--- src/column_mean_stddev_macros.svh ---
// Assertion macros for the column mean and standard deviation block.
// Used by column_mean_stddev.sv; no other dependencies.
`ifndef COLUMN_MEAN_STDDEV_MACROS_SVH
`define COLUMN_MEAN_STDDEV_MACROS_SVH

// Same-cycle implication, disabled during reset.
`define CMS_ASSERT_NOW(label, clk, rst_n, ante, cons) \
    label: assert property (@(posedge clk) disable iff (!(rst_n)) (ante) |-> (cons)) \
        else $error("column_mean_stddev: assertion failed");

// Next-cycle implication, disabled during reset.
`define CMS_ASSERT_NEXT(label, clk, rst_n, ante, cons) \
    label: assert property (@(posedge clk) disable iff (!(rst_n)) (ante) |=> (cons)) \
        else $error("column_mean_stddev: assertion failed");

`endif

--- src/cms_pkg.sv ---
// Build constants, derived widths and types of the column mean and standard deviation block.
// No dependencies; imported by column_mean_stddev.
`default_nettype none

package cms_pkg;

    localparam int SAMPLE_WIDTH = 16;
    localparam int MAX_SAMPLES  = 65536;
    localparam int FRAC_BITS    = 8;

    localparam int IN_SAMPLE_W  = 16;
    localparam int MEAN_W       = 24;
    localparam int SD_W         = 24;
    localparam int COUNT_W      = 17;
    localparam int IN_DATA_W    = 16;
    localparam int OUT_DATA_W   = 72;

    localparam int CNT_W  = $clog2(MAX_SAMPLES + 1);
    localparam int SUM_W  = SAMPLE_WIDTH + CNT_W;
    localparam int MAG_W  = SUM_W - 1;
    localparam int SQ_W   = 2 * SAMPLE_WIDTH + CNT_W - 2;
    localparam int U_W    = CNT_W + SQ_W;
    localparam int DV_W   = U_W + 2 * FRAC_BITS;
    localparam int Q_W    = 2 * SAMPLE_WIDTH - 1 + 2 * FRAC_BITS;
    localparam int RT_W   = (Q_W + 1) / 2;
    localparam int QE_W   = 2 * RT_W;
    localparam int ITER_W = $clog2(DV_W);

    localparam logic [SUM_W-1:0] SAMPLE_MASK = (SUM_W'(1) << SAMPLE_WIDTH) - SUM_W'(1);
    localparam logic [MEAN_W-1:0] MEAN_MAX   = {1'b0, {(MEAN_W-1){1'b1}}};
    localparam logic [MEAN_W-1:0] MEAN_MIN   = {1'b1, {(MEAN_W-1){1'b0}}};
    localparam logic [DV_W-1:0]   MEAN_LIM   = DV_W'(1) << (MEAN_W - 1);
    localparam logic [31:0]       COUNT_MAX  = (32'd1 << COUNT_W) - 32'd1;

    typedef logic [U_W-1:0]  t_word;
    typedef logic [DV_W-1:0] t_dvd;

endpackage

`default_nettype wire

--- src/column_mean_stddev.sv ---
// Column mean and standard deviation: stream accumulator with a shared add/subtract sequencer.
// Depends on cms_pkg and column_mean_stddev_macros.svh.
//
// Slave channel: one signed sample per transaction in i_s_tdata, i_s_tlast on the
// final sample of a column. While accumulating, o_s_tready is high and one sample is
// taken every cycle. After the last sample, o_s_tready drops while one shared adder
// runs the post-processing in order: sum magnitude, mean division, mean fixup, two
// shift-add multiplies, difference, a third multiply, variance division, square root
// and result load; then the result is presented and o_s_tready rises again.
// Master channel: mean, standard deviation and sample count in o_m_tdata, the dropped
// sample flag in o_m_tuser. The result sits in an output register, so the next column
// is accumulated while a result waits; if the next column finishes before the receiver
// takes the earlier result, the block holds in its load step with o_s_tready low.
// Samples past MAX_SAMPLES are dropped and flagged. Reset clears the accumulators and
// the pending result.

`include "column_mean_stddev_macros.svh"
`default_nettype none

module column_mean_stddev import cms_pkg::*; (
    input  wire logic                  i_clk,
    input  wire logic                  i_rst_n,
    input  wire logic                  i_s_tvalid,
    output logic                       o_s_tready,
    input  wire logic [IN_DATA_W-1:0]  i_s_tdata,   // [15:0] sample
    input  wire logic                  i_s_tlast,   // last_sample
    output logic                       o_m_tvalid,
    input  wire logic                  i_m_tready,
    output logic [OUT_DATA_W-1:0]      o_m_tdata,   // [23:0] mean_fixed, [47:24] stddev_fixed,
                                                    // [64:48] sample_count, [71:65] zero
    output logic                       o_m_tuser    // [0] overflow
);

    localparam logic [3:0] ST_ACC  = 4'd0;
    localparam logic [3:0] ST_SMAG = 4'd1;
    localparam logic [3:0] ST_MDIV = 4'd2;
    localparam logic [3:0] ST_MFIX = 4'd3;
    localparam logic [3:0] ST_MULA = 4'd4;
    localparam logic [3:0] ST_MULB = 4'd5;
    localparam logic [3:0] ST_DIFF = 4'd6;
    localparam logic [3:0] ST_MULN = 4'd7;
    localparam logic [3:0] ST_VDIV = 4'd8;
    localparam logic [3:0] ST_SQRT = 4'd9;
    localparam logic [3:0] ST_DONE = 4'd10;

    localparam logic [ITER_W-1:0] DIV_LAST  = ITER_W'(DV_W - 1);
    localparam logic [ITER_W-1:0] MUL_LAST  = ITER_W'(MAG_W - 1);
    localparam logic [ITER_W-1:0] ROOT_LAST = ITER_W'(RT_W - 1);

    logic [3:0]          r_state, n_state;
    logic [ITER_W-1:0]   r_iter, n_iter;
    logic [SUM_W-1:0]    r_sum, n_sum;
    logic [SQ_W-1:0]     r_sumsq, n_sumsq;
    logic [CNT_W-1:0]    r_cnt, n_cnt;
    logic                r_drop, n_drop;
    logic                r_o_valid, n_o_valid;

    logic [MAG_W-1:0]    r_smag, n_smag;
    logic                r_neg, n_neg;
    t_dvd                r_dvd, n_dvd;
    t_word               r_dvs, n_dvs;
    t_word               r_rem, n_rem;
    t_word               r_acc, n_acc;
    t_word               r_mcand, n_mcand;
    logic [MAG_W-1:0]    r_mplier, n_mplier;
    t_word               r_prod, n_prod;
    logic [MEAN_W-1:0]   r_mean, n_mean;
    logic [MEAN_W-1:0]   r_o_mean, n_o_mean;
    logic [SD_W-1:0]     r_o_sd, n_o_sd;
    logic [COUNT_W-1:0]  r_o_cnt, n_o_cnt;
    logic                r_o_ovf, n_o_ovf;

    logic                      w_s_fire;
    logic [SUM_W-1:0]          w_raw, w_sx, w_sxn;
    logic                      w_neg_s;
    logic [SAMPLE_WIDTH-1:0]   w_mag;
    logic [2*SAMPLE_WIDTH-1:0] w_sq;
    logic                      w_room;

    t_word               w_u_a, w_u_b;
    logic                w_u_inv, w_u_cin;
    logic [U_W:0]        w_u_res;
    t_word               w_u_sum;
    logic                w_u_carry;

    t_word               w_div_t;
    t_word               w_root_t;
    logic                w_rem_zero;
    logic                w_sat_pos, w_sat_neg;
    logic [31:0]         w_cnt32;

    assign o_s_tready = (r_state == ST_ACC);
    assign w_s_fire   = i_s_tvalid && o_s_tready;

    assign w_raw   = SUM_W'(i_s_tdata) & SAMPLE_MASK;
    assign w_neg_s = w_raw[SAMPLE_WIDTH-1];
    assign w_sx    = w_neg_s ? (w_raw | ~SAMPLE_MASK) : w_raw;
    assign w_sxn   = SUM_W'(0) - w_sx;
    assign w_mag   = w_neg_s ? w_sxn[SAMPLE_WIDTH-1:0] : w_sx[SAMPLE_WIDTH-1:0];
    assign w_sq    = w_mag * w_mag;
    assign w_room  = (r_cnt < CNT_W'(MAX_SAMPLES));

    assign w_div_t    = {r_rem[U_W-2:0], r_dvd[DV_W-1]};
    assign w_root_t   = {r_rem[U_W-3:0], r_dvd[QE_W-1 -: 2]};
    assign w_rem_zero = (r_rem == '0);
    assign w_sat_pos  = |r_dvd[DV_W-1:MEAN_W-1];
    assign w_sat_neg  = w_sat_pos && !((r_dvd == MEAN_LIM) && w_rem_zero);
    assign w_cnt32    = 32'(r_cnt);

    // shared add/subtract unit
    always_comb begin
        w_u_a   = '0;
        w_u_b   = '0;
        w_u_inv = 1'b0;
        w_u_cin = 1'b0;
        unique case (r_state)
            ST_SMAG: begin
                w_u_b   = {{(U_W-SUM_W){r_sum[SUM_W-1]}}, r_sum};
                w_u_inv = r_sum[SUM_W-1];
                w_u_cin = r_sum[SUM_W-1];
            end
            ST_MDIV, ST_VDIV: begin
                w_u_a   = w_div_t;
                w_u_b   = r_dvs;
                w_u_inv = 1'b1;
                w_u_cin = 1'b1;
            end
            ST_MFIX: begin
                w_u_b   = r_dvd[U_W-1:0];
                w_u_inv = 1'b1;
                w_u_cin = w_rem_zero;
            end
            ST_MULA, ST_MULB, ST_MULN: begin
                w_u_a = {r_acc[U_W-2:0], 1'b0};
                w_u_b = r_mplier[MAG_W-1] ? r_mcand : '0;
            end
            ST_DIFF: begin
                w_u_a   = r_prod;
                w_u_b   = r_acc;
                w_u_inv = 1'b1;
                w_u_cin = 1'b1;
            end
            ST_SQRT: begin
                w_u_a   = w_root_t;
                w_u_b   = {r_acc[U_W-3:0], 2'b01};
                w_u_inv = 1'b1;
                w_u_cin = 1'b1;
            end
            default: begin
                w_u_a = '0;
            end
        endcase
    end

    assign w_u_res   = {1'b0, w_u_a} + {1'b0, (w_u_inv ? ~w_u_b : w_u_b)} + (U_W+1)'(w_u_cin);
    assign w_u_sum   = w_u_res[U_W-1:0];
    assign w_u_carry = w_u_res[U_W];

    always_comb begin
        n_state   = r_state;
        n_iter    = r_iter + ITER_W'(1);
        n_sum     = r_sum;
        n_sumsq   = r_sumsq;
        n_cnt     = r_cnt;
        n_drop    = r_drop;
        n_o_valid = r_o_valid && !i_m_tready;
        n_smag    = r_smag;
        n_neg     = r_neg;
        n_dvd     = r_dvd;
        n_dvs     = r_dvs;
        n_rem     = r_rem;
        n_acc     = r_acc;
        n_mcand   = r_mcand;
        n_mplier  = r_mplier;
        n_prod    = r_prod;
        n_mean    = r_mean;
        n_o_mean  = r_o_mean;
        n_o_sd    = r_o_sd;
        n_o_cnt   = r_o_cnt;
        n_o_ovf   = r_o_ovf;
        unique case (r_state)
            ST_ACC: begin
                if (w_s_fire) begin
                    if (w_room) begin
                        n_sum   = r_sum + w_sx;
                        n_sumsq = r_sumsq + SQ_W'(w_sq);
                        n_cnt   = r_cnt + CNT_W'(1);
                    end else begin
                        n_drop = 1'b1;
                    end
                    if (i_s_tlast) begin
                        n_state = ST_SMAG;
                    end
                end
            end
            ST_SMAG: begin
                n_smag  = w_u_sum[MAG_W-1:0];
                n_neg   = r_sum[SUM_W-1];
                n_dvd   = DV_W'(w_u_sum[MAG_W-1:0]) << FRAC_BITS;
                n_dvs   = U_W'(r_cnt);
                n_rem   = '0;
                n_iter  = '0;
                n_state = ST_MDIV;
            end
            ST_MDIV, ST_VDIV: begin
                n_rem = w_u_carry ? w_u_sum : w_div_t;
                n_dvd = {r_dvd[DV_W-2:0], w_u_carry};
                if (r_iter == DIV_LAST) begin
                    n_iter = '0;
                    if (r_state == ST_MDIV) begin
                        n_state = ST_MFIX;
                    end else begin
                        n_rem   = '0;
                        n_acc   = '0;
                        n_state = ST_SQRT;
                    end
                end
            end
            ST_MFIX: begin
                if (!r_neg) begin
                    n_mean = w_sat_pos ? MEAN_MAX : r_dvd[MEAN_W-1:0];
                end else begin
                    n_mean = w_sat_neg ? MEAN_MIN : w_u_sum[MEAN_W-1:0];
                end
                n_acc    = '0;
                n_mcand  = U_W'(r_sumsq);
                n_mplier = MAG_W'(r_cnt);
                n_iter   = '0;
                n_state  = ST_MULA;
            end
            ST_MULA, ST_MULB, ST_MULN: begin
                n_acc    = w_u_sum;
                n_mplier = {r_mplier[MAG_W-2:0], 1'b0};
                if (r_iter == MUL_LAST) begin
                    n_iter = '0;
                    if (r_state == ST_MULA) begin
                        n_prod   = w_u_sum;
                        n_acc    = '0;
                        n_mcand  = U_W'(r_smag);
                        n_mplier = r_smag;
                        n_state  = ST_MULB;
                    end else if (r_state == ST_MULB) begin
                        n_state = ST_DIFF;
                    end else begin
                        n_dvs   = w_u_sum;
                        n_rem   = '0;
                        n_state = ST_VDIV;
                    end
                end
            end
            ST_DIFF: begin
                n_dvd    = (w_u_carry ? DV_W'(w_u_sum) : '0) << (2 * FRAC_BITS);
                n_acc    = '0;
                n_mcand  = U_W'(r_cnt);
                n_mplier = MAG_W'(r_cnt);
                n_iter   = '0;
                n_state  = ST_MULN;
            end
            ST_SQRT: begin
                n_rem = w_u_carry ? w_u_sum : w_root_t;
                n_acc = {r_acc[U_W-2:0], w_u_carry};
                n_dvd = {r_dvd[DV_W-3:0], 2'b00};
                if (r_iter == ROOT_LAST) begin
                    n_iter  = '0;
                    n_state = ST_DONE;
                end
            end
            ST_DONE: begin
                n_iter = '0;
                if (!r_o_valid || i_m_tready) begin
                    n_o_mean  = r_mean;
                    n_o_sd    = (|r_acc[U_W-1:SD_W]) ? {SD_W{1'b1}} : r_acc[SD_W-1:0];
                    n_o_cnt   = (w_cnt32 > COUNT_MAX) ? {COUNT_W{1'b1}} : w_cnt32[COUNT_W-1:0];
                    n_o_ovf   = r_drop;
                    n_o_valid = 1'b1;
                    n_sum     = '0;
                    n_sumsq   = '0;
                    n_cnt     = '0;
                    n_drop    = 1'b0;
                    n_state   = ST_ACC;
                end
            end
            default: begin
                n_state = ST_ACC;
            end
        endcase
    end

    always_ff @(posedge i_clk) begin
        if (!i_rst_n) begin
            r_state   <= ST_ACC;
            r_iter    <= '0;
            r_sum     <= '0;
            r_sumsq   <= '0;
            r_cnt     <= '0;
            r_drop    <= 1'b0;
            r_o_valid <= 1'b0;
        end else begin
            r_state   <= n_state;
            r_iter    <= n_iter;
            r_sum     <= n_sum;
            r_sumsq   <= n_sumsq;
            r_cnt     <= n_cnt;
            r_drop    <= n_drop;
            r_o_valid <= n_o_valid;
        end
    end

    always_ff @(posedge i_clk) begin
        r_smag   <= n_smag;
        r_neg    <= n_neg;
        r_dvd    <= n_dvd;
        r_dvs    <= n_dvs;
        r_rem    <= n_rem;
        r_acc    <= n_acc;
        r_mcand  <= n_mcand;
        r_mplier <= n_mplier;
        r_prod   <= n_prod;
        r_mean   <= n_mean;
        r_o_mean <= n_o_mean;
        r_o_sd   <= n_o_sd;
        r_o_cnt  <= n_o_cnt;
        r_o_ovf  <= n_o_ovf;
    end

    assign o_m_tvalid = r_o_valid;
    assign o_m_tdata  = {{(OUT_DATA_W-MEAN_W-SD_W-COUNT_W){1'b0}}, r_o_cnt, r_o_sd, r_o_mean};
    assign o_m_tuser  = r_o_ovf;

    `CMS_ASSERT_NEXT(a_busy_after_last, i_clk, i_rst_n, w_s_fire && i_s_tlast, !o_s_tready)
    `CMS_ASSERT_NOW(a_count_bound, i_clk, i_rst_n, 1'b1, r_cnt <= CNT_W'(MAX_SAMPLES))
    `CMS_ASSERT_NEXT(a_hold_pending, i_clk, i_rst_n,
        (r_state == ST_DONE) && r_o_valid && !i_m_tready, r_state == ST_DONE)
    `CMS_ASSERT_NOW(a_result_count, i_clk, i_rst_n, o_m_tvalid, r_o_cnt != '0)

endmodule

`default_nettype wire
--- config.mk ---
export PLATFORM = sky130hd
export DESIGN_NAME = column_mean_stddev
export DESIGN_NICKNAME = d
export VERILOG_FILES = /design/src/cms_pkg.sv /design/src/column_mean_stddev.sv
export VERILOG_INCLUDE_DIRS = /design/src /design/src/src
export SDC_FILE = /design/constraint.sdc
export NUM_CORES = 2
export LEC_CHECK = 0
export ABC_AREA = 1
export BUFFER_PORTS_ARGS = -buffer_cell sky130_fd_sc_hd__clkbuf_2
export CAP_MARGIN = 5
export CORE_MARGIN = 3
export CORE_UTILIZATION = 60
export CTS_BUF_LIST = sky130_fd_sc_hd__clkbuf_4 sky130_fd_sc_hd__clkbuf_8
export DETAILED_ROUTE_END_ITERATION = 10
export PLACE_DENSITY = 0.83
export SYNTH_ARGS = -nofsm -noshare
export SYNTH_HDL_FRONTEND = slang
export SYNTH_SLANG_ARGS = --single-unit
--- constraint.sdc ---
create_clock -name i_clk -period 7.63 [get_ports i_clk]
set_clock_uncertainty 0.1 [all_clocks]
set_input_delay 0.763 -clock i_clk [delete_from_list [all_inputs] [get_ports i_clk]]
set_output_delay 0.763 -clock i_clk [all_outputs]
set_load 0.01 [all_outputs]
# Yosys cells after proc, flatten, opt, wreduce, memory -nomap -nowiden
# Cells that the tools add are included.
# op_classes
addsub	7
n_mul	1
n_div	0
magnitude_cmp	2
n_eq_ne	26
shift	0
muxes	68
n_bitwise	1
n_reduce_logical	34
# ops
operator	n
$mux 64	19
$pmux 64 s4	3
$pmux 64 s6	1
$pmux 80 s4	1
$pmux 64 s3	1
$mux 47	3
$mux 33	4
$pmux 64 s2	1
$pmux 47 s2	1
$eq 80x24->1 const B	1
$mux 24	3
$pmux 33 s2	1
$add 64x64->65	1
$add 65x1->65	1
$logic_not 64->1	1
$mux 32	2
$not 64->64	1
$pmux 32 s2	1
$reduce_or 57->1	1
$mux 17	3
$add 47x32->47	1
$reduce_or 40->1	1
$mux 4	9
$pmux 17 s2	1
37 further kinds	77
# word_totals
register_bits	665
latch_bits	0
mem_bits_rw	0
mem_bits_ro	0
input_bits	21
out_inout_bits	75
wordCells	160
memories	0

# Logic depth before layout (Yosys ltp)
# depth
depth_word	11
depth_mapped	39
ltp_nobuf	38

# Worst setup path before layout
# Ideal clock, no wire load.
# synth_path
path_kind	input -> register
start	input i_s_tdata[0]
end	register r_sumsq[25]
setup_ps	132
arrival_time_ps	6954
t_required_ps	7398
path_slack_ps	444
stages	32
n_path_buf	2
path_cell_list	inv_2 -> clkbuf_1 -> ha_1 -> inv_1 -> nor2_1 -> inv_1 -> nor2_1 -> nand2_1 -> nand2_1 -> xor2_1 -> buf_2 -> inv_1 -> nor2_1 -> fa_1 -> fa_1 -> inv_1 -> fa_1 -> inv_1 -> fa_1 -> fa_1 -> inv_1 -> fa_1 -> inv_1 -> ha_1 -> nand2_1 -> inv_1 -> a21oi_1 -> o21a_1 -> nand3_1 -> or2_2 -> nand3_1 -> a21oi_1
# synth_via
elab_chain_cells	8
# synth_rtl
element	line_no	text
from (decl)	column_mean_stddev.sv:25	input wire logic [IN_DATA_W-1:0] i_s_tdata,
$mux 33 *	column_mean_stddev.sv:97	assign w_sx = w_neg_s ? (w_raw | ~SAMPLE_MASK) : w_raw;
$sub 1x16->16	column_mean_stddev.sv:98	assign w_sxn = SUM_W'(0) - w_sx;
$mux 16 *	column_mean_stddev.sv:99	assign w_mag = w_neg_s ? w_sxn[SAMPLE_WIDTH-1:0] : w_sx[SAMPLE_WIDTH-1:0];
$mul 16x16->32 *	column_mean_stddev.sv:100	assign w_sq = w_mag * w_mag;
$add 47x32->47 *	column_mean_stddev.sv:186	n_sumsq = r_sumsq + SQ_W'(w_sq);
$mux 47 *	column_mean_stddev.sv:184	if (w_room) begin
$mux 47 *	column_mean_stddev.sv:183	if (w_s_fire) begin
$pmux 47 s2 *	column_mean_stddev.sv:181	unique case (r_state)
to (signal assigned)	column_mean_stddev.sv:302	r_sumsq <= n_sumsq;
to (decl)	column_mean_stddev.sv:53	logic [SQ_W-1:0] r_sumsq, n_sumsq;
# Mark *: on every way between the ends. The rest lies on a longest branch, timed or not. The select of a mux whose other input is x is not followed.
# A chain may end at the register's enable or synchronous reset.

# Worst setup path after layout
# layout_path
start	input i_s_tdata[1]
end	register r_sumsq[19]
# Same word-level chain as after synthesis.

==> flow_summary.toml <==
[critical_path]
slowest_stage = "fa_1"
worst_ep_required_time_ns = 8.11
worstReg2RegStart = "r_state[2]"
start_kind = "input pin"
endpoint_kind = "flop"
arrival_ns = 7.70
critical_path_class = "in2reg"
max_stage_delay_ns = 0.54
crit_start = "i_s_tdata[1]"
path_max_fanout = 4
path_common_cell = "inv_1"

[detailed_routing]
post-route-drc-count = 0
viasPerCell = 6.273
routedWlPerCell_um = 24.91
routed_wirelength_um = 180000
drtPass1Iterations = 8
drtIter0Drc = 6893
ant_nets = 0
num_vias = 45330

[min_path]
hold_class = "in2reg"
worstHoldStart = "i_m_tready"

[synthesis]
synth-seq-cells = 648
seq_area_frac_synth_pct = 38.66
synth.top_cell.area_share_pct = 34.02
synth_cells = 5959
avgSynthCellArea_um2 = 7.968
ys_warn_count = 0
synth-edff-count = 538
synthFlopType = "edfxtp_1"
synth_area_leaders = "edfxtp_1 (34%), nand2_1 (10%), fa_1 (8.3%)"
synth_cell_types = 63
async_flop_share_pct = 0
syn_area_um2 = 47480
synth_top_area_cell = "edfxtp_1"

[place]
place_area_um2 = 49630
io_buffers = 88
hpwl_um = 136500
place.gp.congestion = 1.023
preCtsSetupSlack_ns = -0.1470

[die]
die_x_um = 287.3
row_count = 102
io_pins = 96
die-area_um2 = 82550
initial_utilization_pct = 60.89
die_h_um = 287.3
core_um2 = 77980

[global_routing]
grt_usage_pct = 43.22
grt_antenna_before_repair = 10
grt_pass1_wl_um = 266800
grt_pass1_vias = 42880
overflow = 0
grt_max_degree = 119

[clock_network]
cts_repair_resize_count = 0
clock_path_buffers = 3
ctsHoldBuffers = 0
cts.sinks = 648
clk_latency_ns = 0.80
cts_tree = "done"
clk_pin_slew_ns = 0.07
ctsHtreeMaxLevel = 3
cts_root_buf = "clkbuf_8"
numCtsBuffers = 108
post_cts_buffers = 0

[sta]
relSlewSlack_pct = 14.79
grt_setup_unrepaired = "false"
worst_slack_ns = 0.4083
finalHoldViolations = 0
slew_viol_final = 0
layout_min_cycle_time_ns = 7.222
setup_viol = 0
fmax_mhz = 138.5
period_share_pct = 94.65
worst_pin_slew_ns = 1.274

[finish]
fillers = 6657
utilization_pct = 66.66
design_area_um2 = 51980
synthToLayoutAreaGrowth_pct = 9.471
drive_gt1_share_pct = 8.522
fin_nets = 6518

[run]
cap_viol_max_count = 0

[status]
status = "completed"
-- state kept, by name (all words and copies together) (netlist names), 7 cells and up --
name	cells
r_dvd	80
r_cnt	17
r_smag	32
r_acc	64
r_mcand	47
r_sum	33
r_rem	64
r_o_mean	24
r_mplier	32
r_dvs	64
r_prod	64
r_iter	7
r_o_cnt	17
r_o_sd	24
r_sumsq	47
r_mean	24
-- through the flow --
step	cells	hold WS, ns	TNS, ns
after floorplan	5975	0.3003	0
after global placement	7024	0.3002	-0.001128
after detailed placement	7024	0.3056	-0.8124
after CTS	7224	0.2470	0
after global routing	7225	0.2654	0
final	7226	0.2809	0
-- cells by family after synthesis --
| family | after synthesis | synth area share [%] |
|---|---|---|
| DFF | 648 | 38.66 |
| AOI/OAI and AO/OA | 1231 | 15.39 |
| xor gates and xnor gates | 87 | 1.605 |
| adders and majority gates | 403 | 13.75 |
| other | 2 | 0.01582 |
| and+or+nand+nor | 2305 | 19.99 |
| buffers and inverters | 1283 | 10.58 |
-- placed cells by master, fill, tap and decap left out, types with 21 or more instances in the layout --
cell,Yosys,routed
a21oi_1,346,344
a221oi_1,91,91
a22oi_1,87,87
buf_4,20,165
clkbuf_2,2,88
clkbuf_4,0,32
clkbuf_8,0,115
clkinv_1,5,26
dfxtp_1,110,110
edfxtp_1,538,538
fa_1,198,198
ha_1,205,205
inv_1,1002,1002
inv_2,25,22
nand2_1,1309,1306
nand3_1,278,277
nand4_1,47,47
nor2_1,519,515
nor3_1,51,49
nor4_1,34,34
o211ai_1,54,54
o21ai_0,362,361
o21ai_1,69,70
o22ai_1,117,117
or2_2,22,22
xnor2_1,21,21
xor2_1,66,66
-- worst paths after layout --
kind                        to  slack, ns  cells past startpoint
setup reg to reg     r_dvd[60]       0.83                     28
hold / removal      o_m_tvalid       0.28                      4
hold reg to reg   r_o_mean[21]       0.33                      0
setup / recovery   r_sumsq[19]       0.41                     35
-- cell type report --
cell class	instances	area (um2)	share of cell area, %
Multi-Input combinational cell	4044	24270	46.68
Sequential cell	648	18360	35.32
Inverter	1032	3881	7.467
Clock buffer	147	1823	3.507
Timing Repair Buffer	260	1819	3.500
Tap cell	1040	1301	2.503
Clock inverter	53	525.5	1.011
Antenna cell	2	5.005	0.009629
-- synth_stat cells (4+ instances only) --
cell type  number
o21ai_0       362
nand4_1        47
nand2_2        10
buf_6           8
clkbuf_1      149
buf_4          20
o21ai_1        69
o21a_1         10
nand3b_1        9
nor3b_1         4
o221ai_1       12
a22oi_1        87
nor3_1         51
buf_1          24
dfxtp_1       110
xor2_1         66
a211oi_1       18
a221oi_1       91
o22ai_1       117
inv_1        1002
nand2_1      1309
o21bai_1       19
nor4_1         34
inv_2          25
o211ai_1       54
nor2_2          8
ha_1          205
edfxtp_1      538
nor2_1        519
a22o_1          8
xnor2_1        21
a21oi_1       346
a21o_1          8
clkinv_1        5
buf_2          47
fa_1          198
nand3_1       278
o2111ai_1       8
or2_2          22
-- worst max-delay path, delay by kind of cell --
kind                       cells  cell delay, ns
buffers and inverters         14            1.26
adders and majority gates      7            3.41
AOI/OAI and AO/OA              5            0.79
and+or+nand+nor                9            1.46
-- layer usage --
| layer | track usage (%) | routed length, um | up-vias |
|---|---|---|---|
| met5 | 0.2976 | 74 | - |
| met4 | 18.14 | 9418 | 8 |
| met3 | 12.39 | 26120 | 613 |
| met2 | 61.66 | 73580 | 3390 |
| met1 | 61.59 | 70840 | 21240 |
| li1 | - | - | 20080 |
Power is not shown: default switching activity piles up to over one toggle a cycle in this logic, so the estimate is an artifact.
